**src/rtl/oate_pkg.sv**
```systemverilog
// ----------------------------------------------------------------------------
// oate_pkg
// Shared types, constants and helpers for the ordered array table engine.
// ----------------------------------------------------------------------------
package oate_pkg;

  localparam int CAPACITY = 128;
  localparam int IW       = (CAPACITY > 2) ? $clog2(CAPACITY) : 1;
  localparam int CW       = $clog2(CAPACITY + 1);
  localparam int PW       = ((CW > 8) ? CW : 8) + 1;

  typedef logic signed [31:0] word_t;

  typedef enum logic [2:0] {
    REQ_CLEAR  = 3'd0,
    REQ_INSERT = 3'd1,
    REQ_DELETE = 3'd2,
    REQ_SEARCH = 3'd3,
    REQ_READ   = 3'd4
  } req_t;

  typedef enum logic [1:0] {
    STS_OK       = 2'd0,
    STS_RANGE    = 2'd1,
    STS_FULL     = 2'd2,
    STS_NOTFOUND = 2'd3
  } status_t;

  typedef enum logic [1:0] {
    CMD_HOLD,
    CMD_INS,
    CMD_DEL,
    CMD_ROT
  } cell_cmd_t;

  typedef enum logic {
    ST_IDLE,
    ST_SCAN
  } fsm_t;

  typedef struct packed {
    cell_cmd_t       cmd;
    logic [IW-1:0]   pidx;
    logic [IW-1:0]   last;
    word_t           data;
  } cell_ctl_t;

  function automatic logic [7:0] to_byte(input logic [CW-1:0] v);
    logic [CW+7:0] t;
    t = {8'b0, v};
    return t[7:0];
  endfunction

endpackage

```
**src/rtl/oate_cell.sv**
```systemverilog
// ----------------------------------------------------------------------------
// oate_cell
// One list entry. Shifts up on insert, down on delete, rotates on scan.
// ----------------------------------------------------------------------------
module oate_cell import oate_pkg::*; (
  input  logic          clk,
  input  logic [IW-1:0] cell_idx,
  input  cell_ctl_t     ctl,
  input  word_t         lower_val,
  input  word_t         upper_val,
  input  word_t         wrap_val,
  output word_t         val_r
);

  word_t val_nxt;

  always_comb begin
    val_nxt = val_r;
    case (ctl.cmd)
      CMD_INS: begin
        if (cell_idx > ctl.pidx) begin
          val_nxt = lower_val;
        end else if (cell_idx == ctl.pidx) begin
          val_nxt = ctl.data;
        end
      end
      CMD_DEL: begin
        if (cell_idx >= ctl.pidx) begin
          val_nxt = upper_val;
        end
      end
      CMD_ROT: begin
        val_nxt = (cell_idx == ctl.last) ? wrap_val : upper_val;
      end
      default: val_nxt = val_r;
    endcase
  end

  always_ff @(posedge clk) begin
    val_r <= val_nxt;
  end

endmodule

```
**config.mk**
```make
export PLATFORM = sky130hd
export DESIGN_NAME = oate_cell
export DESIGN_NICKNAME = d
export VERILOG_FILES = /design/src/rtl/oate_pkg.sv /design/src/rtl/oate_cell.sv
export SDC_FILE = /design/constraint.sdc
export NUM_CORES = 1
export LEC_CHECK = 0
export BUFFER_PORTS_ARGS = -buffer_cell sky130_fd_sc_hd__buf_2
export CAP_MARGIN = 20
export CORE_AREA = 2 2 79 81
export CTS_BUF_LIST = sky130_fd_sc_hd__clkbuf_2
export CTS_CLUSTER_DIAMETER = 120
export DETAILED_ROUTE_END_ITERATION = 12
export DIE_AREA = 0 0 81 83
export PLACE_DENSITY = 0.82
export SLEW_MARGIN = 20
export SYNTH_ARGS = -nofsm -noshare
export SYNTH_HDL_FRONTEND = slang
export SYNTH_SLANG_ARGS = --single-unit
```
**constraint.sdc**
```tcl
create_clock -name clk -period 2.8 [get_ports clk]
set_clock_uncertainty 0.15 [all_clocks]
set_input_delay 0.56 -clock clk [delete_from_list [all_inputs] [get_ports clk]]
set_output_delay 0.56 -clock clk [all_outputs]
set_load 0.05 [all_outputs]
```
Word-level counts from Yosys, hierarchy flattened
Cells that the tools add are included.
{ "word_totals": {"in_bits": 152, "regBits": 32} }
{ "classes": {"muxes": 5, "reduce_logical": 2, "order_cmp": 2, "n_eq_ne": 7} }
{ "op_table": {"columns": ["cell", "n"], "rows": [
  ["$mux 32", 4],
  ["$pmux 32 s3", 1],
  ["$eq 7x7->1", 2],
  ["$ge 7x7->1", 1],
  ["$gt 7x7->1", 1],
  ["$eq 2x2->1 const B", 2],
  ["$ne 3x3->1 const B", 1],
  ["$reduce_and 3->1", 1],
  ["$reduce_bool 3->1", 1],
  ["$eq 2x1->1 const B", 1],
  ["$ne 2x2->1 const B", 1]
]} }

Logic depth before layout (Yosys ltp)
{ "logic_depth": {"ltp_word": 4, "depth_mapped": 8, "ltp_nobuf": 7} }

Least setup slack after synthesis
OpenSTA, ideal clock, no wires.
{ "synth_timing": {"path_type": "in2reg", "from": "in ctl[45] in the netlist's numbering", "to": "reg val_r[0] (enable)", "setup_ns": 0.393, "path_stages": 6, "setup_slack_ns": -0.004, "n_path_buf": 0, "arrival_ns": 2.262, "required_time_ns": 2.257, "path_cell_list": "inv_1 -> ha_1 -> nand2_1 -> o21ai_0 -> o21bai_1 -> maj3_1"} }
{ "synth_via": {"elab_chain_cells": 3} }
{ "synth_lines": {"columns": ["item", "line", "rtl"], "rows": [
  ["start: declaration", "oate_cell.sv:8", "input cell_ctl_t ctl,"],
  ["$gt 7x7->1, or another cell as far along", "oate_cell.sv:21", "if (cell_idx > ctl.pidx) begin"],
  ["$ne 3x3->1 (no source line) / $ne 2x2->1 (equally long branches)", null, null],
  ["$reduce_and 3->1 (no source line) *", null, null],
  ["end signal: assignment", "oate_cell.sv:40", "val_r <= val_nxt;"],
  ["end: declaration", "oate_cell.sv:12", "output word_t val_r"]
]} }
Every way passes the cells marked *; elsewhere a longest branch is shown, timed or not.
A chain may end at the register's enable or synchronous reset.

Final worst setup path
{ "layout_timing": {"from": "in cell_idx[6]", "to": "reg val_r[31] (data pin)"} }
{ "layout_via": {"elab_chain_cells": 3} }
{ "layout_lines": {"columns": ["item", "line", "rtl"], "rows": [
  ["start: declaration", "oate_cell.sv:7", "input logic [IW-1:0] cell_idx,"],
  ["$gt 7x7->1 / $eq 7x7->1 (equally long branches)", "oate_cell.sv:21, oate_cell.sv:33", null],
  ["$mux 32 (on tied branches)", "oate_cell.sv:21, oate_cell.sv:33", null],
  ["$pmux 32 s3 *", "oate_cell.sv:19", "case (ctl.cmd)"],
  ["via val_nxt[31]", "oate_cell.sv:15", "word_t val_nxt;"]
]} }
Mark *: on every way through the listed nets, which the timed path passes. The rest lies on a longest branch.

==> impl_metrics.env <==
export IMPL_status="complete, no violations"
export IMPL_timing_final_crit_share=0.811
export IMPL_crit_chain="buf_2, ha_1, nand2_1, o21ai_0, a21o_1, a21oi_2, buf_12, a221o_1"
export IMPL_ys_seq_area_frac=0.480
export IMPL_wl_per_cell_um=15.9
export IMPL_finalHoldViolCount=0
export IMPL_setup_viol=0
export IMPL_startpoint="cell_idx[6]"
export IMPL_end_kind="register"
export IMPL_maxSlewViolCount=0
export IMPL_largest_register="val_r"
export IMPL_nNetsFinal=506
export IMPL_antenna_found_initial=0
export IMPL_synth_nets=322
export IMPL_cts_tree="done"
export IMPL_fin_tns_setup_ps=0
export IMPL_ys_ff_latch=32
export IMPL_first_iter_violations=94
export IMPL_cts_buffers=5
export IMPL_vdd_drop_max_uv=279
export IMPL_drcViolationCount=0
export IMPL_cts_setup_buffers=0
export IMPL_synth_common_cells="32 x edfxtp_1, 31 x a221o_1, 31 x a22o_1"
export IMPL_dp_cells=415
export IMPL_die_x_um=81
export IMPL_synth_top_area_cell="edfxtp_1"
export IMPL_ant_nets=0
export IMPL_holdBufCountCts=0
export IMPL_path_class="input pin to register"
export IMPL_cts_sinks=32
export IMPL_syn_area_per_cell_um2=12.3
export IMPL_drive_gt1_frac=0.579
export IMPL_syn_inst=163
export IMPL_grt_max_degree=33
export IMPL_ctsLongestPathBuffers=2
export IMPL_path_clk_slew_ps=150
export IMPL_ys_types=29
export IMPL_drt_wl_total_um=6700
export IMPL_gr_total_overflow=0
export IMPL_critPathLaunchType="input pin"
export IMPL_post_route_util=0.531
export IMPL_p_per_area_nw_per_um2=505
export IMPL_design_area_um2=3090
export IMPL_crit_arrival_ps=2220
export IMPL_instances_no_fill=422
export IMPL_largest_reg_flops=32
export IMPL_slew_headroom=0.693
export IMPL_crit_path_max_incr_delay_ps=390
export IMPL_post_cts_resized=0
export IMPL_reg_largest_list="val_r x32"
export IMPL_area_growth_pct=54.3
export IMPL_drv_cap=0
export IMPL_path_buf_inv=2
export IMPL_critical_path_top_delay_family="compound AO/OA/AOI/OAI gates"
export IMPL_hold_path_startpoint="ctl[18]"
export IMPL_grt_pass1_vias=2249
export IMPL_cts_root_buffer="clkbuf_2"
export IMPL_synth_top_area_share=0.480
export IMPL_vias=2212
export IMPL_gp_congestion=0.869
export IMPL_io_pins=184
export IMPL_synth_flop_cell="edfxtp_1"
export IMPL_placed_area_um2=3050
export IMPL_crit_path_top_delay_cell="o21ai_0"
export IMPL_antenna_cells=0
export IMPL_htreeDepth=2
export IMPL_core_region_area_um2=5820
export IMPL_placementRows=28
export IMPL_fmax_mhz=440
export IMPL_chipHeight_um=83
export IMPL_synth_area_um2=2000
export IMPL_crit_fanout=31
export IMPL_rsz0062_at_grt="no"
export IMPL_synth_edf_count=32
export IMPL_synth_most_common_cell="edfxtp_1"
export IMPL_yosys_warnings=0
export IMPL_dr_pass1_iters=4
export IMPL_worst_pin_slew_ps=455
export IMPL_io_buffers=183
export IMPL_ys_top_cells_by_area="edfxtp_1 48%, a221o_1 16%, a22o_1 14%"
export IMPL_dieArea_um2=6720
export IMPL_leakage_nw=1.48
export IMPL_grtUsageTotal=0.190
export IMPL_power_w=0.00156
export IMPL_required_ps=2750
export IMPL_async_flop_share=0
export IMPL_grt_pass1_wl_um=9840
export IMPL_via_per_inst=5.24
export IMPL_initial_core_util=0.344
export IMPL_min_path_type="input pin to register"
export IMPL_min_period_ps=2270
export IMPL_dp_hpwl_um=5280
## power by group
group / internal, W / total, W / switching (W)
combinational: 0.000237 / 0.000712 / 0.000474
sequential: 0.000630 / 0.000650 / 0.0000201
clock: 0.0000596 / 0.000198 / 0.000139
total: 0.000927 / 0.00156 / 0.000633
## layout make-up
| cell class | instances | area (um2) |
|---|---|---|
| inverter | 7 | 26.3 |
| multi-input combinational | 112 | 961 |
| clock buffer | 6 | 30.0 |
| sequential | 32 | 961 |
| fill | 539 | 2730 |
| timing repair buffer | 189 | 1010 |
| tap | 75 | 93.8 |
| clock inverter | 1 | 5.00 |
## cell families (layout without fill, tap and decap cells)
logic type | Yosys count | count (layout) | share of synthesized area
DFF | 32 | 32 | 0.480
xor gates and xnor gates | 7 | 7 | 0.0306
AOI/OAI and AO/OA | 77 | 77 | 0.341
muxes | 1 | 1 | 0.00500
adders and majority gates | 8 | 8 | 0.0488
buffers and inverters | 19 | 203 | 0.0475
and+or+nand+nor | 19 | 19 | 0.0469
## cells in the final DEF, fill, tap and decap left out, types with 2 or more instances in the layout
cell type	count
xnor2_1	7
ha_1	7
edfxtp_1	32
clkbuf_2	6
o21ai_0	2
inv_1	7
buf_4	2
a21oi_1	5
a22o_1	31
a221o_1	31
buf_2	183
nand2_1	10
buf_12	4
## routing by layer
layer	vias to the layer above	track usage	routed length [um]
met5	-	0	0
met4	0	0.0724	138
met3	14	0.0391	609
met2	122	0.356	3410
met1	1004	0.202	2540
li1	1072	-	-
## stage by stage
stage	hold slack (ps)	worst slack, ps
detailed placement	715	201
global placement	710	245
floorplan	617	319
global route	293	489
CTS	318	585
finish	350	529
## final timing paths
kind,slack (ps),cells past startpoint,end
hold / removal,350,2,val_r[18]
setup / recovery,530,8,val_r[31]
Power figures use the tool's default switching activity.
