--- config.mk ---
export PLATFORM = sky130hd
export DESIGN_NAME = oate_ctrl_flat
export DESIGN_NICKNAME = d
export VERILOG_FILES = /design/src/rtl/oate_pkg.sv /design/src/rtl/oate_in_if.sv /design/src/rtl/oate_out_if.sv /design/src/rtl/oate_ctrl.sv /design/src/flat_wrapper.sv
export SDC_FILE = /design/constraint.sdc
export NUM_CORES = 1
export LEC_CHECK = 0
export BUFFER_PORTS_ARGS = -buffer_cell sky130_fd_sc_hd__buf_2
export CAP_MARGIN = 20
export CORE_MARGIN = 8
export CORE_UTILIZATION = 54
export CTS_CLUSTER_SIZE = 10
export DETAILED_ROUTE_END_ITERATION = 7
export GPL_TIMING_DRIVEN = 0
export PLACE_DENSITY = 0.78
export SLEW_MARGIN = 10
export SYNTH_ARGS = -nofsm -noshare
export SYNTH_HDL_FRONTEND = slang
export SYNTH_SLANG_ARGS = --single-unit
export TNS_END_PERCENT = 1
--- constraint.sdc ---
create_clock -name clk -period 7.55 [get_ports clk]
set_input_delay 1.1325 -clock clk [delete_from_list [all_inputs] [get_ports clk]]
set_output_delay 1.1325 -clock clk [all_outputs]
set_load 0.005 [all_outputs]
--- src/rtl/oate_pkg.sv ---
// ----------------------------------------------------------------------------
// oate_pkg
// Shared types, constants and helpers for the ordered array table engine.
// ----------------------------------------------------------------------------
package oate_pkg;

  localparam int CAPACITY = 128;
  localparam int IW       = (CAPACITY > 2) ? $clog2(CAPACITY) : 1;
  localparam int CW       = $clog2(CAPACITY + 1);
  localparam int PW       = ((CW > 8) ? CW : 8) + 1;

  typedef logic signed [31:0] word_t;

  typedef enum logic [2:0] {
    REQ_CLEAR  = 3'd0,
    REQ_INSERT = 3'd1,
    REQ_DELETE = 3'd2,
    REQ_SEARCH = 3'd3,
    REQ_READ   = 3'd4
  } req_t;

  typedef enum logic [1:0] {
    STS_OK       = 2'd0,
    STS_RANGE    = 2'd1,
    STS_FULL     = 2'd2,
    STS_NOTFOUND = 2'd3
  } status_t;

  typedef enum logic [1:0] {
    CMD_HOLD,
    CMD_INS,
    CMD_DEL,
    CMD_ROT
  } cell_cmd_t;

  typedef enum logic {
    ST_IDLE,
    ST_SCAN
  } fsm_t;

  typedef struct packed {
    cell_cmd_t       cmd;
    logic [IW-1:0]   pidx;
    logic [IW-1:0]   last;
    word_t           data;
  } cell_ctl_t;

  function automatic logic [7:0] to_byte(input logic [CW-1:0] v);
    logic [CW+7:0] t;
    t = {8'b0, v};
    return t[7:0];
  endfunction

endpackage

--- src/rtl/oate_in_if.sv ---
// ----------------------------------------------------------------------------
// oate_in_if
// Request channel: valid/ready handshake with request payload.
// ----------------------------------------------------------------------------
interface oate_in_if import oate_pkg::*; ();
  logic        valid;
  logic        ready;
  logic [2:0]  req_type;
  logic [7:0]  position;
  word_t       data_value;

  modport source (output valid, output req_type, output position, output data_value,
                  input ready);
  modport sink   (input valid, input req_type, input position, input data_value,
                  output ready);
endinterface

--- src/rtl/oate_out_if.sv ---
// ----------------------------------------------------------------------------
// oate_out_if
// Result channel: valid/ready handshake with result payload.
// ----------------------------------------------------------------------------
interface oate_out_if import oate_pkg::*; ();
  logic        valid;
  logic        ready;
  logic [1:0]  status;
  logic [7:0]  found_position;
  word_t       read_value;
  logic [7:0]  element_count;

  modport source (output valid, output status, output found_position,
                  output read_value, output element_count, input ready);
  modport sink   (input valid, input status, input found_position,
                  input read_value, input element_count, output ready);
endinterface

--- src/rtl/oate_ctrl.sv ---
// ----------------------------------------------------------------------------
// oate_ctrl
// Request decode, count, scan sequencer and result register.
// ----------------------------------------------------------------------------
module oate_ctrl import oate_pkg::*; (
  input  logic        clk,
  input  logic        rst_n,
  oate_in_if.sink     in_bus,
  oate_out_if.source  out_bus,
  input  word_t       head_val,
  output cell_ctl_t   ctl
);

  fsm_t           state_r, state_nxt;
  logic [CW-1:0]  cnt_r;
  logic [IW-1:0]  k_r, last_r, pidx_r;
  word_t          key_r, rd_r;
  logic           is_read_r, found_r;
  logic [CW-1:0]  hit_r;

  logic           out_vld_r;
  status_t        out_status_r;
  logic [7:0]     out_found_r, out_cnt_r;
  word_t          out_rd_r;

  logic           accept, out_fire;
  logic [PW-1:0]  pos_x, cnt_x;
  logic           pos_nz, ins_ok, pos_ok;
  status_t        dec_status;
  logic [CW-1:0]  dec_cnt;
  logic           dec_scan;
  cell_cmd_t      dec_cmd;
  logic [IW-1:0]  dec_pidx;
  logic           scan_hit, read_take, scan_end;
  logic [CW-1:0]  k_pos;

  assign accept   = in_bus.valid && in_bus.ready;
  assign out_fire = out_vld_r && out_bus.ready;

  // request decode
  always_comb begin
    pos_x      = PW'(in_bus.position);
    cnt_x      = PW'(cnt_r);
    pos_nz     = in_bus.position != 8'd0;
    ins_ok     = pos_nz && (pos_x <= cnt_x + PW'(1));
    pos_ok     = pos_nz && (pos_x <= cnt_x);
    dec_pidx   = IW'(pos_x - PW'(1));
    dec_status = STS_OK;
    dec_cnt    = cnt_r;
    dec_scan   = 1'b0;
    dec_cmd    = CMD_HOLD;
    unique case (req_t'(in_bus.req_type))
      REQ_CLEAR: dec_cnt = '0;
      REQ_INSERT: begin
        if (cnt_r == CW'(CAPACITY)) begin
          dec_status = STS_FULL;
        end else if (!ins_ok) begin
          dec_status = STS_RANGE;
        end else begin
          dec_cmd = CMD_INS;
          dec_cnt = cnt_r + CW'(1);
        end
      end
      REQ_DELETE: begin
        if (!pos_ok) begin
          dec_status = STS_RANGE;
        end else begin
          dec_cmd = CMD_DEL;
          dec_cnt = cnt_r - CW'(1);
        end
      end
      REQ_SEARCH: begin
        if (cnt_r == '0) begin
          dec_status = STS_NOTFOUND;
        end else begin
          dec_scan = 1'b1;
        end
      end
      REQ_READ: begin
        if (!pos_ok) begin
          dec_status = STS_RANGE;
        end else begin
          dec_scan = 1'b1;
        end
      end
      default: dec_status = STS_OK;
    endcase
  end

  // scan step: head cell holds logical entry k_r
  assign scan_hit  = !is_read_r && !found_r && (head_val == key_r);
  assign read_take = is_read_r && (k_r == pidx_r);
  assign scan_end  = k_r == last_r;
  assign k_pos     = CW'(k_r) + CW'(1);

  // next state
  always_comb begin
    state_nxt = state_r;
    unique case (state_r)
      ST_IDLE: if (accept && dec_scan) state_nxt = ST_SCAN;
      ST_SCAN: if (scan_end) state_nxt = ST_IDLE;
      default: state_nxt = ST_IDLE;
    endcase
  end

  // state outputs
  always_comb begin
    in_bus.ready = 1'b0;
    ctl.cmd      = CMD_HOLD;
    ctl.pidx     = dec_pidx;
    ctl.last     = last_r;
    ctl.data     = in_bus.data_value;
    unique case (state_r)
      ST_IDLE: begin
        in_bus.ready = !out_vld_r || out_bus.ready;
        if (accept) ctl.cmd = dec_cmd;
      end
      ST_SCAN: ctl.cmd = CMD_ROT;
      default: ctl.cmd = CMD_HOLD;
    endcase
  end

  always_ff @(posedge clk) begin
    if (!rst_n) begin
      state_r   <= ST_IDLE;
      cnt_r     <= '0;
      out_vld_r <= 1'b0;
    end else begin
      state_r <= state_nxt;
      if (state_r == ST_IDLE && accept) cnt_r <= dec_cnt;
      if ((state_r == ST_IDLE && accept && !dec_scan) ||
          (state_r == ST_SCAN && scan_end)) begin
        out_vld_r <= 1'b1;
      end else if (out_fire) begin
        out_vld_r <= 1'b0;
      end
    end
  end

  always_ff @(posedge clk) begin
    if (state_r == ST_IDLE && accept) begin
      k_r       <= '0;
      last_r    <= IW'(cnt_r - CW'(1));
      pidx_r    <= dec_pidx;
      key_r     <= in_bus.data_value;
      is_read_r <= req_t'(in_bus.req_type) == REQ_READ;
      found_r   <= 1'b0;
      hit_r     <= '0;
      rd_r      <= '0;
      if (!dec_scan) begin
        out_status_r <= dec_status;
        out_found_r  <= 8'd0;
        out_rd_r     <= '0;
        out_cnt_r    <= to_byte(dec_cnt);
      end
    end else if (state_r == ST_SCAN) begin
      k_r <= k_r + IW'(1);
      if (scan_hit) begin
        found_r <= 1'b1;
        hit_r   <= k_pos;
      end
      if (read_take) rd_r <= head_val;
      if (scan_end) begin
        out_status_r <= (is_read_r || found_r || scan_hit) ? STS_OK : STS_NOTFOUND;
        out_found_r  <= to_byte(scan_hit ? k_pos : hit_r);
        out_rd_r     <= read_take ? head_val : rd_r;
        out_cnt_r    <= to_byte(cnt_r);
      end
    end
  end

  assign out_bus.valid          = out_vld_r;
  assign out_bus.status         = out_status_r;
  assign out_bus.found_position = out_found_r;
  assign out_bus.read_value     = out_rd_r;
  assign out_bus.element_count  = out_cnt_r;

endmodule

--- src/flat_wrapper.sv ---
// flat-port wrapper written by rule: the top's interface ports become plain ports
module oate_ctrl_flat import oate_pkg::*;
  (clk, rst_n, head_val, ctl, in_bus_valid, in_bus_req_type, in_bus_position, in_bus_data_value, in_bus_ready, out_bus_valid, out_bus_status, out_bus_found_position, out_bus_read_value, out_bus_element_count, out_bus_ready);
  oate_in_if in_bus_i ();
  oate_out_if out_bus_i ();
  input  logic clk;
  input  logic rst_n;
  input  word_t head_val;
  output cell_ctl_t ctl;
  input wire logic [$bits(in_bus_i.valid)-1:0] in_bus_valid;
  input wire logic [$bits(in_bus_i.req_type)-1:0] in_bus_req_type;
  input wire logic [$bits(in_bus_i.position)-1:0] in_bus_position;
  input wire logic [$bits(in_bus_i.data_value)-1:0] in_bus_data_value;
  output wire logic [$bits(in_bus_i.ready)-1:0] in_bus_ready;
  output wire logic [$bits(out_bus_i.valid)-1:0] out_bus_valid;
  output wire logic [$bits(out_bus_i.status)-1:0] out_bus_status;
  output wire logic [$bits(out_bus_i.found_position)-1:0] out_bus_found_position;
  output wire logic [$bits(out_bus_i.read_value)-1:0] out_bus_read_value;
  output wire logic [$bits(out_bus_i.element_count)-1:0] out_bus_element_count;
  input wire logic [$bits(out_bus_i.ready)-1:0] out_bus_ready;
  assign in_bus_i.valid = in_bus_valid;
  assign in_bus_i.req_type = in_bus_req_type;
  assign in_bus_i.position = in_bus_position;
  assign in_bus_i.data_value = in_bus_data_value;
  assign in_bus_ready = in_bus_i.ready;
  assign out_bus_valid = out_bus_i.valid;
  assign out_bus_status = out_bus_i.status;
  assign out_bus_found_position = out_bus_i.found_position;
  assign out_bus_read_value = out_bus_i.read_value;
  assign out_bus_element_count = out_bus_i.element_count;
  assign out_bus_i.ready = out_bus_ready;
  oate_ctrl u_core (.clk(clk), .rst_n(rst_n), .in_bus(in_bus_i), .out_bus(out_bus_i), .head_val(head_val), .ctl(ctl));
endmodule
**Yosys cells after proc, flatten, opt, wreduce, memory -nomap -nowiden**

Index checks and enable logic that the tools add are counted.

- Output and inout port bits: 100
- Register bits: 155
- Logic and storage cells: 104
- Input port bits: 79

- Order comparisons: 2
- Muxes and demuxes: 43
- Bitwise operators: 1
- Add/sub/neg operators: 6
- Reduce and logical (&&, ||, !) cells: 28
- Equal/unequal tests: 9

Operator list:

| operator | count |
|---|---|
| 2-to-1 mux 32 bit | 5 |
| 2-to-1 mux 8 bit | 12 |
| equality test 32 bit | 1 |
| case mux 8 bit (3 select lines) | 1 |
| 2-to-1 mux 2 bit | 10 |
| equality test 7 bit | 2 |
| logical AND 1 bit | 11 |
| 2-to-1 mux 1 bit | 10 |
| adder 8 x 1 -> 9 bit (second input constant) | 1 |
| less-or-equal comparator 8 x 9 -> 1 bit | 1 |
| adder 7 x 1 -> 8 bit (second input constant) | 1 |
| adder 8 x 1 -> 8 bit (second input constant) | 1 |
| equality test 8 bit (second input constant) | 1 |
| less-or-equal comparator 8 bit | 1 |
| logical NOT 8 bit | 1 |
| case mux 2 bit (2 select lines) | 2 |
| nonzero test 8 bit | 1 |
| subtractor 8 x 1 -> 8 bit (second input constant) | 1 |
| adder 7 x 1 -> 7 bit (second input constant) | 1 |
| subtractor 7 x 1 -> 7 bit (second input constant) | 1 |
| equality test 3 x 2 -> 1 bit (second input constant) | 2 |
| case mux 2 bit (3 select lines) | 1 |
| nonzero test 2 bit | 3 |
| logical NOT 1 bit | 4 |
| other kinds (10) | 14 |

**Depth between registers and ports, before layout**

Gate-level depths: netlist of the first run.

- Depth in word-level cells: 8
- Gate-level depth with buffers: 12
- Gate-level depth less buffers: 12

**Worst setup path before layout of the first run**

Ideal clock, no wire load.

- Path kind: input-to-reg
- Start: input port in_bus_position[3]
- End: register u_core.out_cnt_r[0] (netlist: u_core.out_bus.element_count[0]), enable pin
- Arrival: 5.760 ns
- Path buffers: 0
- Required time: 7.021 ns
- Stages: 7
- Setup slack: 1.261 ns
- Library setup time: 0.529 ns
- Cells stage by stage: ha_1 > nand2_1 > o21bai_1 > a211oi_2 > nor3_2 > o2bb2ai_1 > o21ai_0

- Cells in the longest elaborated chain, start to end: 6
- Elaborated cells between the ends (all ways): 7
- Those cells by class: order compare (1); eq/ne (1); mux (2); reduce/logical (3)

Ends and longest elaborated chain:

| what | RTL line | source |
|---|---|---|
| start: declaration | flat_wrapper.sv:12 | `input wire logic [$bits(in_bus_i.position)-1:0] in_bus_position;` |
| less-or-equal comparator 8 bit or nonzero test 8 bit (tied branches) | oate_ctrl.sv:46, oate_ctrl.sv:44 |  |
| logical AND 1 bit (*) | oate_ctrl.sv:46 | `pos_ok = pos_nz && (pos_x <= cnt_x);` |
| 2-to-1 mux 1 bit (*) | oate_ctrl.sv:80 | `if (!pos_ok) begin` |
| case mux 1 bit (2 select lines) (*) | oate_ctrl.sv:52 | `unique case (req_t'(in_bus.req_type))` |
| inequality test 2 bit (no source line) (*) | -- |  |
| AND reduction 3 bit (no source line) (*) | -- |  |
| end signal: assignment | oate_ctrl.sv:154 | `out_cnt_r <= to_byte(dec_cnt);` |
| end signal: assignment | oate_ctrl.sv:167 | `out_cnt_r <= to_byte(cnt_r);` |
| end: declaration | oate_ctrl.sv:23 | `logic [7:0] out_found_r, out_cnt_r;` |

Every way passes the cells marked *; elsewhere a longest branch is shown, timed or not.
A chain may end at the register's enable or synchronous reset.

==> reports/summary.md, run 1 <==
The run gives 2 as the number of antenna violations at the first check in global routing. The tools report the max-slew violation count as 0. After synthesis the netlist holds a flip-flop and latch count of 155. The run gives 0.0143 mm2 as the placeable core region.

The die is 136 um wide. For the worst setup path, the data required time is 6.42 ns. The share of cells above drive strength 1 came out at 31.7%. Smallest hold slack: 0.458 ns. For this design the static power due to leakage is 3.81 nW. Y dimension of the die: 136 um. Clock-pin slew was measured on the worst setup and hold paths at 0.06 ns. The flow ran to the end, and the final reports show no timing, DRC or antenna violations. Across every metal layer, demand over resource in global routing totals 21.0%. The number of nets handed over by synthesis was 789. The logs give 0.00407 mm2 for the area of all sequential standard cells and 52.4% for the sequential element share of the synthesized area. In this run the worst path has a maximum fanout of 7. The design draws 2.08 mW.

For the total grt overflow, the log shows 0. After detailed routing, the number of remaining DRC violations is 0. Setup slack on the worst reg-to-reg path comes out at 3.92 ns. The netlist uses 61 different library cells. edfxtp_1 takes more of the synthesized area than any other cell. For the area occupied by multi-input gates, the log shows 0.00321 mm2. The number of design-rule violations left by the first detailed-router iteration was 450.

The run gives 0 as the number of endpoints failing setup at the final stage. The endpoint of the most critical setup path was ctl[46]. The type of the worst setup path is register to primary output.

The tools report the first-pass GRT wire length as 29,700 um. The routed via count came out at 5,854. The worst hold path belongs to the class register to register.

The filler cells instantiated in the layout total 1,119. Across all setup checks in the final design, the least slack found is 2.67 ns. In this run the post-CTS setup repair buffer count came out at 0. In this run the remaining antenna-violating nets after routing total 0.

The worst path uses 64.7% of the clock period. The area of the mapped netlist is 0.00777 mm2. The worst-skew pair later-pin latency was 0.43 ns; the count of hold buffers inserted by post-cts repair was 0. The per-instance average area after synthesis is 11.3 um2, and the utilization after layout is 67.0%. Pin placement for this block handled 179 I/O pins.

VDD sags by at most 0.158 mV. In this run the critical register-to-register path is captured at u_core.cnt_r[3]. The first TritonRoute pass finished after 5 iterations. The maximum clock path buffer count came out at 2. The tools report the total wirelength of the detailed-routed design as 19,500 um.

For the worst flop-to-flop path, the logic depth is 12. Dividing the detail-routed wire length by the instance count gives 18.0 um. Fraction of synthesized cell area taken by the top area cell type: 37.5%.

TritonCTS built the clock tree. The Yosys warning count is 0, and the number of clock sinks seen by CTS is 155. The worst pin sits at a relative slew slack of 47.1%.

Entering global routing, the biggest net connects 57 pins. The routed via count divided by cell count was 5.39. The tools report the maximum level of the CTS H-tree as 4.

Data arrives at the worst endpoint at 3.75 ns. The logs give 5,668 for the via count of the first global-routing pass and 54.3% for the initial core utilization. Setup repair after global routing left no endpoint under its margin. Counting the buffers created by CTS gives 17. In this run the critical register-to-register path is launched from u_core.cnt_r[0]. On the final layout, the worst clock skew is 0.00780 ns.

In the final design database the tool counted 987 nets. The signed area change from the synthesized netlist to the final layout is 23.4%. The post-cts gate resize count came out at 0.

During placement, the flow inserted port buffers numbering 177. The measured slew at the worst slew-check pin is 0.793 ns. The power density over cell area works out to 217 mW/mm2. Prior to clock tree synthesis, the placed netlist has a worst setup slack of 3.15 ns.

The logs give 14,800 um for the HPWL after detailed placement and 0 for the total of max-cap violations. Routability-driven placement finished with a final weighted congestion of 0.932. The worst setup path is launched from a register.

The sort of element at the end of the critical path is a primary output. The critical path starts at u_core.cnt_r[0]. The floorplan has 44 rows. The root cell of the clock tree was clkbuf_16.

Ranked by total cell area, the synthesized netlist is headed by edfxtp_1 37%, dfxtp_1 15%, mux2i_1 9.3%. Synthesis handed over a netlist of 690 instances. For this run, the top clock speed supported by timing is 205 MHz.

The minimum period implied by the final worst setup slack is 4.88 ns, and the number of failing hold endpoints at the final stage is 0. The full die area was 0.0185 mm2.
==> placed cells by master (no fill, tap or decap), types with 3 or more instances in the layout <==
| master | synthesis | final |
|---|---|---|
| clkbuf_1 | 12 | 11 |
| nor3_2 | 3 | 3 |
| xnor2_1 | 27 | 27 |
| a31oi_1 | 4 | 4 |
| nand2_1 | 26 | 26 |
| dfxtp_1 | 58 | 58 |
| inv_6 | 0 | 5 |
| o21a_1 | 4 | 4 |
| and2_1 | 4 | 4 |
| bufinv_16 | 0 | 4 |
| or3_1 | 7 | 7 |
| clkbuf_16 | 0 | 17 |
| mux2i_1 | 72 | 72 |
| a21oi_1 | 17 | 17 |
| buf_2 | 8 | 185 |
| inv_1 | 19 | 19 |
| nor4_1 | 14 | 14 |
| or2_2 | 4 | 4 |
| ha_1 | 20 | 20 |
| buf_4 | 36 | 36 |
| nor3_1 | 13 | 13 |
| nor2b_1 | 3 | 3 |
| o21ai_0 | 20 | 19 |
| nand3_1 | 31 | 31 |
| buf_6 | 4 | 4 |
| xor2_1 | 44 | 44 |
| edfxtp_1 | 97 | 97 |
| clkinvlp_4 | 0 | 4 |
| nand2b_1 | 4 | 4 |
| nor2_1 | 89 | 89 |
| nand4_1 | 8 | 8 |
==> report_power, final <==
group / total (mW) / leakage [nW] / switching, mW / internal, mW
sequential: 0.952 / 1.41 / 0.0125 / 0.939
clock: 0.915 / 0.299 / 0.355 / 0.559
combinational: 0.211 / 2.10 / 0.122 / 0.0887
total: 2.08 / 3.81 / 0.490 / 1.59
==> synthesized netlist by cell type, drive strengths merged <==
library cell and number:
mux2i 72, nor3 17, o31a 1, buf 50, nand2b 4, o21a 4, nor4b 2, xor2 44
nand4 9, inv 19, and3 1, a21oi 18, o221ai 1, a221o 2, a31oi 4, o31ai 2
nor2 90, nand3b 2, or3b 1, edfxtp 97, a211oi 1, o21ai 22, clkbuf 13, nand2 27
nor4 14, a21o 3, nor3b 1, o22ai 2, o2bb2ai 1, mux2 2, and2 5, o311ai 3
nor2b 3, o21bai 1, xnor2 27, o211ai 1, dfxtp 58, or3 8, nand3 31, a22o 1
and4 2, ha 20, or2 4
==> logic make-up (layout without fill, tap and decap cells) <==
family	Yosys count	count (layout)	share of synthesized area [%]
and+or+nand+nor	221	221	14.4
DFF	155	155	52.4
buffers and inverters	82	293	6.35
muxes	74	74	9.57
xor gates and xnor gates	71	71	8.00
AOI/OAI and AO/OA	67	67	5.98
adders and majority gates	20	20	3.22
other	0	2	0
==> worst min path at each step <==
stage,start,end,slack (ns),cells past startpoint
floorplan,u_core.found_r,u_core.found_r,0.43,2
global placement,u_core.found_r,u_core.found_r,0.43,2
detailed placement,u_core.found_r,u_core.found_r,0.45,2
CTS,u_core.found_r,u_core.found_r,0.46,2
global route,u_core.found_r,u_core.found_r,0.48,2
finish,u_core.found_r,u_core.found_r,0.46,2
==> registers in the layout, summed over array words and instances (netlist names), 2 cells and up <==
register                       cells
u_core.out_bus.element_count       8
u_core.pidx_r                      7
u_core.hit_r                       8
u_core.out_bus.status              2
u_core.out_bus.read_value         32
u_core.out_bus.found_position      8
u_core.k_r                         7
u_core.rd_r                       32
u_core.key_r                      32
u_core.last_r                      7
u_core.cnt_r                       8
==> layout make-up <==
| cell class | instances | area share, % |
|---|---|---|
| Clock inverter | 15 | 2.19 |
| Inverter | 19 | 0.744 |
| Buffer | 63 | 4.44 |
| Clock buffer | 17 | 4.44 |
| Timing Repair Buffer | 179 | 9.74 |
| Tap cell | 184 | 2.40 |
| Multi-Input combinational cell | 453 | 33.5 |
| Antenna cell | 2 | 0.0522 |
| Sequential cell | 155 | 42.5 |
==> worst max-delay path, cell delays in order (launching register included) <==
cell and delay, ns:
dfxtp_1 0.47, ha_1 0.33, inv_1 0.12, or3_1 0.45
xnor2_1 0.24, ha_1 0.28, a21o_1 0.18, a21oi_1 0.16
and4_1 0.34, nor3_2 0.13, or3_4 0.41, nand2b_1 0.09
buf_2 0.11
==> routing by layer <==
layer | vias up | routed length [um] | GRT usage, %
li1 | 2834 | - | -
met4 | 0 | 533 | 9.15
met3 | 38 | 1520 | 5.99
met2 | 190 | 9380 | 33.2
met1 | 2792 | 8110 | 26.4
met5 | - | 0 | 0
==> metrics by stage <==
| stage | setup TNS (ns) | cells | instance area, um2 |
|---|---|---|---|
| 5_1_grt | 0 | 1087 | 9590 |
| 6_report | 0 | 1087 | 9590 |
| 2_1_floorplan | 0 | 690 | 7770 |
| 4_1_cts | 0 | 1085 | 9580 |
| 3_5_place_dp | 0 | 1053 | 8950 |
| 3_3_place_gp | -43.97 | 1051 | 8880 |
(Power assumes the default switching activity.)
==> run 2, diff against run 1 <==
- CORE_UTILIZATION: 54 -> 49
- PLACE_DENSITY: 0.78 -> 0.74
- clock period: 7.55 -> 4 ns (I/O delays scaled with it)
==> reports/summary.md, run 2 (synthesis results as in run 1) <==
The run gives 4 (unchanged) as the maximum level of the CTS H-tree. Count of hold buffers inserted by post-cts repair: 0 (unchanged). The full die area was 0.0201 mm2 (+9.0%); the worst-case headroom to the max-slew limit was 47.7% (+0.59 points). The worst setup path is launched from a register.

The clock-pin slew on the worst setup and hold paths was 0.06 ns (about the same). The first-pass GRT wire length is 30,900 um (+3.9%), and the portion of the clock cycle consumed by the worst path in the final layout is 97.0%. Total wirelength of the detailed-routed design: 20,100 um (+2.8%). The number of failing hold endpoints at the final stage came out at 0 (unchanged).

The max-slew violation count was 0 (unchanged); the number of antenna violations at the first check in global routing was 1 (-1). The total global routing track utilization is 19.9% (-1.1 points), and the static leakage is 3.81 nW (about the same). The number of optimization iterations in the first detailed-route pass came out at 7 (+2). For the required time of the worst setup path, the log shows 3.40 ns (-3.02 ns). The worst voltage drop across the vdd grid came out at 0.293 mV (+85%). Average wire per standard cell: 17.9 um (-0.18%).

Placed instance area: 0.00899 mm2 (+0.53%). The routed via count divided by cell count was 5.18 (-3.9%); the maximum frequency from static timing analysis was 258 MHz. The tree is rooted in a clkbuf_16. The logs give 155 (unchanged) for the number of clock sinks seen by CTS and 335 (-26%) for the number of design-rule violations left by the first detailed-router iteration. The setup TNS was 0 ns (unchanged). The standard-cell row count is 46 (+4.5%), and the number of buffers added by the clock tree synthesis step is 17 (unchanged). The logs give 3.80 mW (+83%) for the total power after layout and 179 (unchanged) for the I/O pin count. The total grt overflow was 0 (unchanged). Type of the worst setup path: register to primary output. The start point of the worst min-delay path is in_bus_data_value[15]. The tools report the worst-skew pair later-pin latency as 0.43 ns (about the same). For the number of nets at the end of the flow, the log shows 988 (+0.10%). The tightest min-delay check is of the primary input to register type.

The minimum period implied by the final worst setup slack came out at 3.88 ns. The number of port buffers came out at 177 (unchanged). The post-layout instance area was 0.00964 mm2 (+0.53%); the signed area change from the synthesized netlist to the final layout was 24.1%. HPWL after detailed placement: 15,200 um (+2.4%). The y dimension of the die came out at 142 um (+4.4%).

The routed via count was 5,792 (-1.1%); the measured slew at the worst slew-check pin was 0.785 ns (-0.00882 ns). TritonCTS built the clock tree. Leaving out fill and tap cells, the most frequent cells in the layout are 184 x buf_2, 97 x edfxtp_1, 89 x nor2_1, 72 x mux2i_1, 56 x dfxtp_1.

The run finished with clean final reports. The DRC violation count after routing is 0 (unchanged). The sort of element at the end of the critical path is a primary output. The power density over cell area was 394 mW/mm2 (+82%). The startpoint of the worst-slack reg-to-reg timing path is u_core.cnt_r[0]. The number of endpoints failing setup at the final stage was 0 (unchanged).

The logs give 5,775 (+1.9%) for the via count of the first global-routing pass and 0 (unchanged) for the total of max-cap violations. The utilization after layout was 61.3% (-5.6 points). Placeable core region: 0.0157 mm2 (+9.8%).

The number of antenna-violating nets in the routed design is 0 (unchanged). Setup repair after global routing left no endpoint under its margin. The x dimension of the die was 142 um (+4.4%); the largest driver fanout on the critical path was 7 (unchanged).

The run gives 2 (unchanged) as the maximum clock path buffer count. For the initial core utilization, the log shows 49.4% (-4.8 points). The number of cells on the worst hold path was 1 (-1); the largest net degree at the start of global routing was 57 (unchanged). The weighted congestion at the end of routability-driven global placement is 0.981 (+5.2%), and the share of cells above drive strength 1 is 31.9% (+0.19 points). The run gives 0.365 ns (-0.0926 ns) as the smallest hold slack. The run gives 3.28 ns (-0.47 ns) as the data arrival time of the critical path.

The register-to-register path setup slack is 0.69 ns (-3.23 ns). The worst clock skew was 0.00995 ns (+0.00215 ns). The capture endpoint of the worst hold path was u_core.key_r[15].

Total of fill cells in the finished design: 1,275 (+14%). The critical register-to-register path endpoint was u_core.cnt_r[3]. Worst reg-to-reg path cell count: 13 (+1). The most common library cell in the layout ignoring fill and taps was buf_2.
run 2: changes by cell type in the layout (fill, tap and decap cells not counted), moves of 2 or more:
| cell | change |
|---|---|
| clkbuf_1 | +4 |
| clkinv_1 | +3 |
| clkinv_2 | +2 |
| clkinvlp_4 | -3 |
| dfxtp_1 | -2 |
| dfxtp_4 | +2 |
| inv_6 | -5 |
run 2: routing by layer:
| layer | share of wire [%] | wire length (um) | GRT usage (%) |
|---|---|---|---|
| met5 | 0 | 0 | 0 |
| met4 | 1.4 | 289 | 6.95 |
| met3 | 6.5 | 1300 | 5.31 |
| met2 | 49 | 9930 | 33.5 |
| met1 | 43 | 8560 | 24.3 |
run 2: worst max-delay path by stage:
stage | slack, ns | from | end | cells after the start
floorplan | 0.58 | in_bus_position[3] | u_core.out_bus.element_count[0] | 7
global placement | -0.38 | in_bus_position[3] | u_core.out_bus.read_value[8] | 8
detailed placement | 0.15 | u_core.cnt_r[0] | ctl[46] | 12
CTS | 0.005 | u_core.cnt_r[0] | ctl[46] | 12
global route | 0.008 | u_core.cnt_r[2] | ctl[46] | 12
finish | 0.12 | u_core.cnt_r[0] | ctl[46] | 12
run 2: where the power goes:
group | leakage, nW | total [mW] | switching (mW) | internal, mW
clock | 0.280 | 1.59 | 0.607 | 0.987
sequential | 1.41 | 1.80 | 0.0248 | 1.77
combinational | 2.12 | 0.406 | 0.234 | 0.172
run 2: per-stage QoR:
stage	setup slack [ns]	cells
floorplan	0.580	690
global placement	-0.385	1083
detailed placement	0.148	1085
CTS	0.00535	1118
global route	0.00755	1119
finish	0.119	1119
run 2: cell type report:
type,count,area [um2],share of cell area [%]
Sequential cell,155,4080,42.3
Multi-Input combinational cell,453,3260,33.8
Timing Repair Buffer,180,948,9.84
Clock buffer,22,454,4.71
Buffer,63,428,4.44
Tap cell,216,270,2.80
Clock inverter,10,124,1.29
Inverter,19,71.3,0.740
Antenna cell,1,2.50,0.0260
run 2: timing repair:
item                                    4_1_cts  5_1_grt
setup buffers                                 1        0
resized for setup                             9        6
pin swaps                                     1        0
endpoints found under the setup margin        1        1
run 2: critical path: stages (launching register included):
cell and delay (ns):
dfxtp_4 0.41, ha_4 0.18, inv_1 0.08, or3_4 0.40, xnor2_2 0.16, ha_1 0.31
a21o_1 0.20, a21oi_2 0.15, and4_4 0.27, nor3_4 0.07, or3_4 0.41, nand2b_1 0.10
buf_2 0.12
==> run 3, diff against run 2 <==
- ABC_AREA: unset -> 1
- CORE_UTILIZATION: 49 -> 50
- PLACE_DENSITY: 0.74 -> 0.75
==> reports/summary.md, run 3 <==
The post-synthesis adder-cell area fraction is 3.01% (-0.21 points). The logs give 0 (unchanged) for the Yosys warning count and 0.0164 mm2 (+4.4%) for the placeable core region. The tools report the type of element launching the critical path as a register.

Yosys instantiated no cell more often than nand2_1. The commonest register cell after synthesis was edfxtp_1. The worst clock skew is 0.0121 ns (+0.00216 ns). Setup repair after global routing left no endpoint under its margin. First-pass GRT wire length: 34,100 um (+11%). The number of optimization iterations in the first detailed-route pass was 7 (unchanged); the measured slew at the worst slew-check pin was 0.834 ns (+0.0491 ns). The tools report the setup TNS as 0 ns (unchanged). Summed over all instances, the cell type with the most area after synthesis is edfxtp_1. Y dimension of the die: 145 um (+2.2%). The I/O pin count came out at 179 (unchanged). The tools report the worst-skew pair later-pin latency as 0.43 ns (about the same). The number of design-rule violations left by the first detailed-router iteration is 458 (+37%).

The number of enable flip-flop cells after synthesis was 97 (unchanged). STA classifies the critical path endpoint as a primary output. The minimum period implied by the final worst setup slack was 3.45 ns (-0.434 ns); the number of nets at the end of the flow was 1,200 (+21%).

The count of mapped cells out of synthesis was 903 (+31%); the area of the mapped netlist was 0.00832 mm2 (+7.1%). The average wire per standard cell came out at 16.0 um (-11%). The cell sitting at the root of the clock tree is a clkbuf_16.

The worst hold path class was primary input to register. Max-slew violation count: 0 (unchanged). For the utilization after layout, the log shows 61.2% (-0.13 points). For the via count of the first global-routing pass, the log shows 6,560 (+14%). The sequential element share of the synthesized area was 49.0% (-3.5 points); the post-cts gate resize count was 0 (-9). The logs give 0.0210 mm2 (+4.4%) for the full die area and 0.341 mV (+16%) for the worst voltage drop across the vdd grid.

The signal on the critical path passes through ha_1, nand2_1, nor2_2, xor2_1, ha_1, nand2_1, inv_1, nand2_1, nand3_1, nand2_1, nand2_1, nand2_2, nand2_4, inv_2, nand3_2, nand2_1, buf_2. The signed area change from the synthesized netlist to the final layout works out to 20.7%. The x dimension of the die works out to 145 um (+2.2%). The run finished with clean final reports. The total of flip-flops plus latches after synthesis is 155 (unchanged), and the largest driver fanout on the critical path is 6 (-1). The share of cells above drive strength 1 was 32.6% (+0.69 points); the worst slack at placement was 0.993 ns (+0.845 ns). The proportion of synthesized flip-flops having asynchronous set or reset works out to 0% (unchanged). The net count after synthesis was 1,002 (+27%); the required time of the worst setup path was 3.40 ns (about the same). The total wirelength of the detailed-routed design was 21,400 um (+6.6%). The fraction of synthesized cell area taken by the top area cell type is 35.0% (-2.5 points), and the number of failing hold endpoints at the final stage is 0 (unchanged). The maximum frequency from static timing analysis was 290 MHz (+13%). Static leakage: 4.79 nW (+25%). Most used routing layer in global routing: met2. The maximum clock path buffer count was 2 (unchanged); the weighted congestion at the end of routability-driven global placement was 0.894 (-8.8%). TritonCTS built the clock tree.

The DRC violation count after routing is 0 (unchanged). The number of port buffers was 178 (+0.56%); the area fraction in and, or, nand and nor cells after synthesis was 20.2% (+5.8 points). The initial core utilization is 50.7% (+1.3 points).

The power density over cell area was 389 mW/mm2 (-1.4%); the HPWL after detailed placement was 16,200 um (+6.8%). The total of fill cells in the finished design was 1,427 (+12%); the met3 track demand over resource in global routing was 5.94% (+0.63 points). Dominant combinational cell family by area after synthesis: simple AND/OR/NAND/NOR gates. Sorting the synthesized cells by area gives the leading types as edfxtp_1 35%, dfxtp_1 14%, nand2_1 5.8%.

Worst-path cell with the longest stage delay: dfxtp_1. The standard-cell row count was 47 (+2.2%). The xor and xnor area share after synthesis is 4.95% (-3.1 points). The final worst slack is 0.553 ns (+0.434 ns), and the proportion of synthesized area in mux cells is 0% (-9.6 points). The delay of the slowest cell on the worst path is 0.43 ns (+0.02 ns), and the data arrival time of the critical path is 2.85 ns (-0.43 ns). The maximum level of the CTS H-tree came out at 4 (unchanged). The run gives 0 (unchanged) as the count of hold buffers inserted by post-cts repair.

The number of antenna violations at the first check in global routing came out at 2 (+1). The complex-gate fraction of the synthesized area works out to 11.5% (+5.5 points). For the post-layout instance area, the log shows 0.0100 mm2 (+4.2%). The number of antenna-violating nets in the routed design is 0 (unchanged), and the routed via count divided by cell count is 4.96 (-4.2%). After synthesis, the most frequently instantiated cells are 129 x nand2_1, 124 x inv_1, 97 x edfxtp_1, 58 x dfxtp_1, 49 x nor2_1. Portion of the clock cycle consumed by the worst path in the final layout: 86.2% (-11 points).

The met1 routing resource usage after global routing came out at 25.7% (+1.4 points). The logs give 0 (unchanged) for the total grt overflow and 155 (unchanged) for the number of clock sinks seen by CTS. By instance count, the cell type seen most on the critical path is nand2_1.

The logs give 57 (unchanged) for the largest net degree at the start of global routing and 17 (unchanged) for the number of buffers added by the clock tree synthesis step. The type of the worst setup path is register to primary output. For the total of max-cap violations, the log shows 0 (unchanged).

The number of distinct library cell variants in the gate-level netlist after synthesis is 46 (-25%), and the per-instance average area after synthesis is 9.22 um2 (-18%). The logs give 0 (-1) for the setup fix buffers added after clock tree synthesis and 20.3% (+0.36 points) for the total global routing track utilization. Leaving out fill and tap cells, the most frequent cells in the layout are 182 x buf_2, 129 x nand2_1, 123 x inv_1, 97 x edfxtp_1, 58 x dfxtp_1. The placed instance area is 0.00951 mm2 (+5.7%), and the number of endpoints failing setup at the final stage is 0 (unchanged).

The tools report the met2 demand-to-capacity share in global routing as 32.3% (-1.2 points). The tools report the routed via count as 6,618 (+14%). The worst-case headroom to the max-slew limit was 44.4% (-3.3 points); the clock-pin slew on the worst setup and hold paths was 0.06 ns (about the same). The most common library cell in the layout ignoring fill and taps was buf_2.
run 3: changes by cell type after synthesis, sizes merged, moves of 32 or more:
cell	before	now
inv	19	135
mux2i	72	0
nand2	27	166
nor2	90	53
o21ai	22	84
o21bai	1	33
run 3: cells by family after synthesis:
group	Yosys count
AO/OA/AOI/OAI	142
XOR/XNOR	47
adder cells (fa/ha/maj)	20
buffers and inverters	199
flip-flops	155
AND/OR/NAND/NOR	340
run 3: routing by layer:
layer | wire length, um | part of all wire [%]
met2 | 9750 | 46
met4 | 376 | 1.8
met1 | 9490 | 44
met3 | 1770 | 8.3
met5 | 13 | 0.061
run 3: worst max-delay path: cells and delay by family, from the launching register on:
family | cells | cell delay, ns
AND/OR/NAND/NOR | 11 | 0.99
adder cells (fa/ha/maj) | 2 | 0.51
flip-flops | 1 | 0.43
buffers and inverters | 3 | 0.26
XOR/XNOR | 1 | 0.24
run 3: final timing paths:
kind | cells past startpoint | endpoint | slack (ns) | startpoint
min | 1 | u_core.key_r[3] | 0.36 | in_bus_data_value[3]
min reg2reg | 2 | u_core.found_r | 0.47 | u_core.found_r
max reg2reg | 13 | u_core.out_bus.read_value[31] | 1.22 | u_core.cnt_r[7]
max | 17 | ctl[46] | 0.55 | u_core.cnt_r[0]
run 3: through the flow:
| step | cells | power (mW) | hold WS, ns |
|---|---|---|---|
| 2_1_floorplan | 903 | 2.22 | 0.430 |
| 3_3_place_gp | 1301 | 2.44 | 0.440 |
| 3_5_place_dp | 1302 | 2.45 | 0.451 |
| 4_1_cts | 1333 | 3.92 | 0.345 |
| 5_1_grt | 1334 | 4.04 | 0.346 |
| 6_report | 1334 | 3.90 | 0.359 |
run 3: area by class of cell:
type	instances	area [um2]	area share, %
inverters	137	515	5.13
well taps	220	275	2.74
multi-input cells	549	3300	32.9
repair buffers	179	911	9.07
flip-flops and latches	155	4070	40.6
clock inverters	9	75.1	0.747
clock buffers	22	454	4.52
plain buffers	62	434	4.32
diodes	1	2.50	0.0249
run 3: where the power goes:
group	internal, mW	switching (mW)
registers	1.82	0.0512
clock network	0.860	0.624
logic	0.224	0.323
